## src/design/tlik_pkg.sv

```systemverilog
package tlik_pkg;

  localparam int POS_W = 16;
  localparam int ANG_W = 16;
  localparam int CFG_W = 15;

  localparam int CIN_W = 49;
  localparam int CX_W  = 44;
  localparam int CZ_W  = 33;

  localparam int CORDIC_STEPS = 31;
  localparam int NORM_N       = 11;
  localparam int CORDIC_LAT   = NORM_N + 1 + CORDIC_STEPS;

  localparam int SQ_IN_W  = 64;
  localparam int SQ_OUT_W = 32;
  localparam int SQ_LAT   = SQ_OUT_W;

  localparam int REACH_MARGIN = 10;

  localparam logic signed [CZ_W-1:0] QUARTER_TURN = CZ_W'(1 << 30);
  localparam logic signed [CZ_W-1:0] HALF_TURN    = QUARTER_TURN <<< 1;

  typedef enum logic [0:0] {
    REG_UPPER_LEG = 1'b0,
    REG_LOWER_LEG = 1'b1
  } cfg_reg_e;

  localparam logic [31:0] ATAN_TAB [CORDIC_STEPS] = '{
    32'h20000000, 32'h12E4051E, 32'h09FB385B, 32'h051111D4, 32'h028B0D43, 32'h0145D7E1,
    32'h00A2F61E, 32'h00517C55, 32'h0028BE53, 32'h00145F2F, 32'h000A2F98, 32'h000517CC,
    32'h00028BE6, 32'h000145F3, 32'h0000A2FA, 32'h0000517D, 32'h000028BE, 32'h0000145F,
    32'h00000A30, 32'h00000518, 32'h0000028C, 32'h00000146, 32'h000000A3, 32'h00000051,
    32'h00000029, 32'h00000014, 32'h0000000A, 32'h00000005, 32'h00000003, 32'h00000001,
    32'h00000001
  };

endpackage

```

## src/design/tlik_isqrt.sv

```systemverilog
module tlik_isqrt import tlik_pkg::*; (
  input  logic                clk_i,
  input  logic [SQ_IN_W-1:0]  rad_i,
  output logic [SQ_OUT_W-1:0] root_o
);

  logic [SQ_IN_W-1:0] v_q   [SQ_LAT-1];
  logic [SQ_IN_W-1:0] res_q [SQ_LAT];

  for (genvar i = 0; i < SQ_LAT; i++) begin : g_step
    localparam logic [SQ_IN_W-1:0] BIT = SQ_IN_W'(1) << (SQ_IN_W - 2 - 2 * i);
    logic [SQ_IN_W-1:0] v_in;
    logic [SQ_IN_W-1:0] res_in;
    logic [SQ_IN_W-1:0] trial;
    logic               take;

    if (i == 0) begin : g_first
      assign v_in   = rad_i;
      assign res_in = '0;
    end else begin : g_next
      assign v_in   = v_q[i-1];
      assign res_in = res_q[i-1];
    end

    assign trial = res_in + BIT;
    assign take  = v_in >= trial;

    always_ff @(posedge clk_i) begin
      res_q[i] <= take ? (res_in >> 1) + BIT : res_in >> 1;
    end

    if (i < SQ_LAT - 1) begin : g_rem
      always_ff @(posedge clk_i) begin
        v_q[i] <= take ? v_in - trial : v_in;
      end
    end
  end

  assign root_o = res_q[SQ_LAT-1][SQ_OUT_W-1:0];

endmodule

```

## config.mk

```make
export PLATFORM = sky130hd
export DESIGN_NAME = tlik_isqrt
export DESIGN_NICKNAME = d
export VERILOG_FILES = /design/src/design/tlik_pkg.sv /design/src/design/tlik_isqrt.sv
export SDC_FILE = /design/constraint.sdc
export NUM_CORES = 2
export LEC_CHECK = 0
export CAP_MARGIN = 20
export CELL_PAD_IN_SITES_DETAIL_PLACEMENT = 1
export CELL_PAD_IN_SITES_GLOBAL_PLACEMENT = 2
export CORE_ASPECT_RATIO = 0.5
export CORE_MARGIN = 2
export CORE_UTILIZATION = 42
export DETAILED_ROUTE_END_ITERATION = 6
export DONT_BUFFER_PORTS = 1
export GPL_TIMING_DRIVEN = 0
export HOLD_SLACK_MARGIN = 0.02
export PLACE_DENSITY = 0.83
export SETUP_SLACK_MARGIN = 0.15
export SLEW_MARGIN = 20
export SYNTH_ARGS = -nofsm -noshare
export SYNTH_HDL_FRONTEND = slang
export SYNTH_SLANG_ARGS = --single-unit
```

## constraint.sdc

```tcl
create_clock -name clk_i -period 3.9 [get_ports clk_i]
set_input_delay 0.78 -clock clk_i [delete_from_list [all_inputs] [get_ports clk_i]]
set_output_delay 0.78 -clock clk_i [all_outputs]
set_load 0.01 [all_outputs]
```

==> metrics.md <==
| Metric | Value |
|---|---|
| Fin crit share | `95.92%` |
| Status | `finished clean` |
| Max VDD drop | `0.5624 mV` |
| Reg-to-Reg End | `v_q[1][885]` |
| Seq cells post-synth | `2,512` |
| CP startpoint | `res_q[28][6]` |
| Drt initial violations | `2,255` |
| Leakage power | `49.26 nW` |
| Post-synthesis compound-gate area fraction | `12.09%` |
| Filler cells | `24,832` |
| Synth top cells by count | `dfxtp_1, inv_1, nor2_1` |
| Setup Skew | `116.4 ps` |
| Inserted Clock Buffers | `223` |
| Ys flop type | `dfxtp_1` |
| Core ar. | `225,800 sq um` |
| IO buf count | `0` |
| Detailed Routing Iterations Pass 1 | `7` |
| Reg clk slew, reported paths | `80 ps` |
| Unrepaired setup endpoints after global routing | `yes` |
| Vias in the first global route | `74,603` |
| DRC Markers | `0` |
| Clock Tree Buf Depth | `4` |
| Total GRT Usage | `21.66%` |
| Post-layout power | `79.99 mW` |
| Mean area per synthesized cell | `9.940 sq um` |
| Final Setup Violations | `0` |
| Register area share after synthesis | `52.53%` |
| Post-DRT Antenna Nets | `0` |
| Synth Instances | `9,631` |
| Yosys top cell area share | `52.53%` |
| Worst flop-to-flop path startpoint | `res_q[28][6]` |
| Reg2Reg Setup Slack | `160 ps` |
| Fin. Hold Viols | `0` |
| HPWL after detailed placement | `194.5 mm` |
| Vias after detailed routing | `68,276` |
| Crit end category | `flip-flop` |
| EDFF count, synth | `0` |
| Largest net degree at the start of global routing | `21` |
| Largest family of logic cells by synthesized area | `simple AND/OR/NAND/NOR gates` |
| Post-layout min period | `3741 ps` |
| Die footprint | `232,000 sq um` |
| DP Area | `99,590 sq um` |
| Ys async rst share | `0%` |
| GRT overflow | `0` |
| CTS tree | `done` |
| Slowest CP cell | `or4b_2` |
| # Max-Cap Violations | `0` |
| Layout cells sized above 1 | `7.578%` |
| Post-synthesis simple-gate area fraction | `15.35%` |
| Skew-Pair Late Insertion Delay | `950 ps` |
| Cell area after synthesis | `95,730 sq um` |
| CP Cell Sequence | `inv_1 -> ha_1 -> or4b_2 -> nor4_2 -> nand4_1 -> o211ai_1 -> o21ba_2 -> clkbuf_4 -> a211oi_4 -> nand4_1 -> xnor2_1` |
| Power per cell area | `733.2 nW/um^2` |
| Library cell with the highest instance count after synthesis | `dfxtp_1` |
| Rows | `123` |
| Worst Hold Class | `primary input to flip-flop` |
| Die Wd | `679.2 um` |
| Syn Nets | `10,254` |
| Crit path to | `v_q[1][885]` |
| Area grow syn2layout | `13.96%` |
| Fraction of synthesized area in multiplexers | `1.103%` |
| Height of the die | `341.6 um` |
| Area leader, netlist | `dfxtp_1` |
| Worst-margin pin slew | `1093 ps` |
| Max Clk Rate | `267.3 MHz` |
| Initial Util | `42.40%` |
| H-tree depth | `4` |
| Max incr delay on CP | `640 ps` |
| Largest cells by area after synthesis | `dfxtp_1, ha_1, xnor2_1` |
| Synth cell types | `97` |
| Clock Tree Root | `clkbuf_16` |
| DR vias/cell | `5.203` |
| CP max FO | `9` |
| Critical path required time | `4650 ps` |
| First-pass GRT wire length | `404.0 mm` |
| Post-layout nets | `10,572` |
| Final instance area | `109,100 sq um` |
| Clock Sinks | `2,512` |
| Relative slew slack | `26.58%` |
| Reg2reg path depth | `11` |
| Top Ports | `97` |
| Gp weighted congestion | `0.8930` |
| CP most frequent cell | `nand4_1` |
| WL final | `255.6 mm` |
| Post-synthesis adder-cell area fraction | `7.293%` |
| Util after Layout | `48.32%` |
| Ys Warns | `0` |
| Wire per inst | `19.48 um` |
| Slew Limit Fails | `0` |
| Post-Synth XOR/XNOR Area | `8.060%` |
| CP startpoint kind | `flip-flop` |
| Worst EP arrival | `4490 ps` |
| Initial antenna violation count | `1` |
| Crit Path Category | `flip-flop to flip-flop` |
-- final cells by class --
class / instances / area (sq um) / area share (%)
Sequential cell: 2512 / 50290 / 46.09
Multi-Input combinational cell: 6211 / 42880 / 39.31
Clock buffer: 301 / 6325 / 5.797
Tap cell: 3000 / 3754 / 3.440
Inverter: 712 / 2684 / 2.460
Clock inverter: 96 / 1451 / 1.330
Timing Repair Buffer: 94 / 863.3 / 0.7913
Buffer: 195 / 849.6 / 0.7787
Antenna cell: 1 / 2.502 / 0.002294
-- flip-flops by register name (all words and copies together) (netlist names) --
| name | cells |
|---|---|
| res_q | 528 |
| v_q | 1984 |
-- how the worst min path moves through the flow --
stage | from | to | slack (ps) | cells after the start
floorplan | v_q[0][426] | v_q[0][490] | 320 | 0
global placement | v_q[0][832] | v_q[0][896] | 330 | 0
detailed placement | v_q[0][576] | v_q[0][640] | 330 | 0
CTS | rad_i[63] | v_q[0][63] | 60 | 3
global route | rad_i[63] | v_q[0][63] | 110 | 3
finish | rad_i[63] | v_q[0][63] | 160 | 3
-- logic make-up after synthesis --
| group | after synthesis |
|---|---|
| AOI/OAI and AO/OA | 1848 |
| muxes | 95 |
| adders and majority gates | 558 |
| and+or+nand+nor | 2829 |
| buffers and inverters | 908 |
| DFF | 2512 |
| xor gates and xnor gates | 881 |
-- layout by cell type, fill, tap and decap left out, types with 39 or more instances in the layout --
cell / instances
dfxtp_1: 2511
inv_1: 707
nor2_1: 620
nand2_1: 595
a21oi_1: 588
ha_1: 558
xnor2_1: 463
o21ai_0: 432
xor2_1: 418
nor4_1: 331
nor3_1: 242
a21o_1: 231
clkbuf_16: 224
nand4_1: 169
nand3_1: 164
clkbuf_1: 141
nand2b_1: 108
or3_1: 101
o21a_1: 91
mux2_2: 84
or4_1: 69
nor2b_1: 65
dlygate4sd3_1: 64
o211ai_1: 63
o21bai_1: 54
a211oi_1: 53
clkbuf_2: 51
nor4b_1: 45
a31oi_1: 43
clkbuf_8: 43
and3_1: 40
or2_2: 39
clkinv_2: 39
-- metrics by stage --
step / cells / TNS, ps / setup slack (ps) / hold WS, ps
floorplan: 9631 / 0 / 587.6 / 322.4
global placement: 12631 / -190270 / -1077 / 328.8
detailed placement: 12633 / -140350 / -1068 / 334.4
CTS: 13105 / 0 / 129.3 / 60.45
global route: 13121 / 0 / 62.30 / 106.9
finish: 13122 / 0 / 159.0 / 164.4
-- layer usage --
layer	vias up	global-route usage [%]	part of all wire, %
met5	-	0	0
met4	0	11.40	5.9
met3	625	2.731	2.4
met2	930	43.19	53
met1	32399	21.79	38
li1	34322	-	-
-- where the power goes --
group / switching, mW / total, mW / internal [mW]
logic: 11.4 / 20.2 / 8.78
registers: 4.72 / 36.2 / 31.5
clock network: 9.96 / 23.6 / 13.7
-- repair_timing --
item                       4_1_cts  5_1_grt
pin swaps                       17       25
hold endpoints to repair        64        0
cloned                           0        0
hold buffers                    64        0
resized for setup              143      112
buffers inserted                12       16
setup endpoints to repair      675      328
-- worst max-delay path, delay by kind of cell (launching register included) --
family	cells	cell delay, ps
buffers and inverters	2	280
adder cells (fa/ha/maj)	1	350
flip-flops	1	360
AND/OR/NAND/NOR	4	1490
AO/OA/AOI/OAI	3	950
XOR/XNOR	1	220
Power figures use the tool's default switching activity.
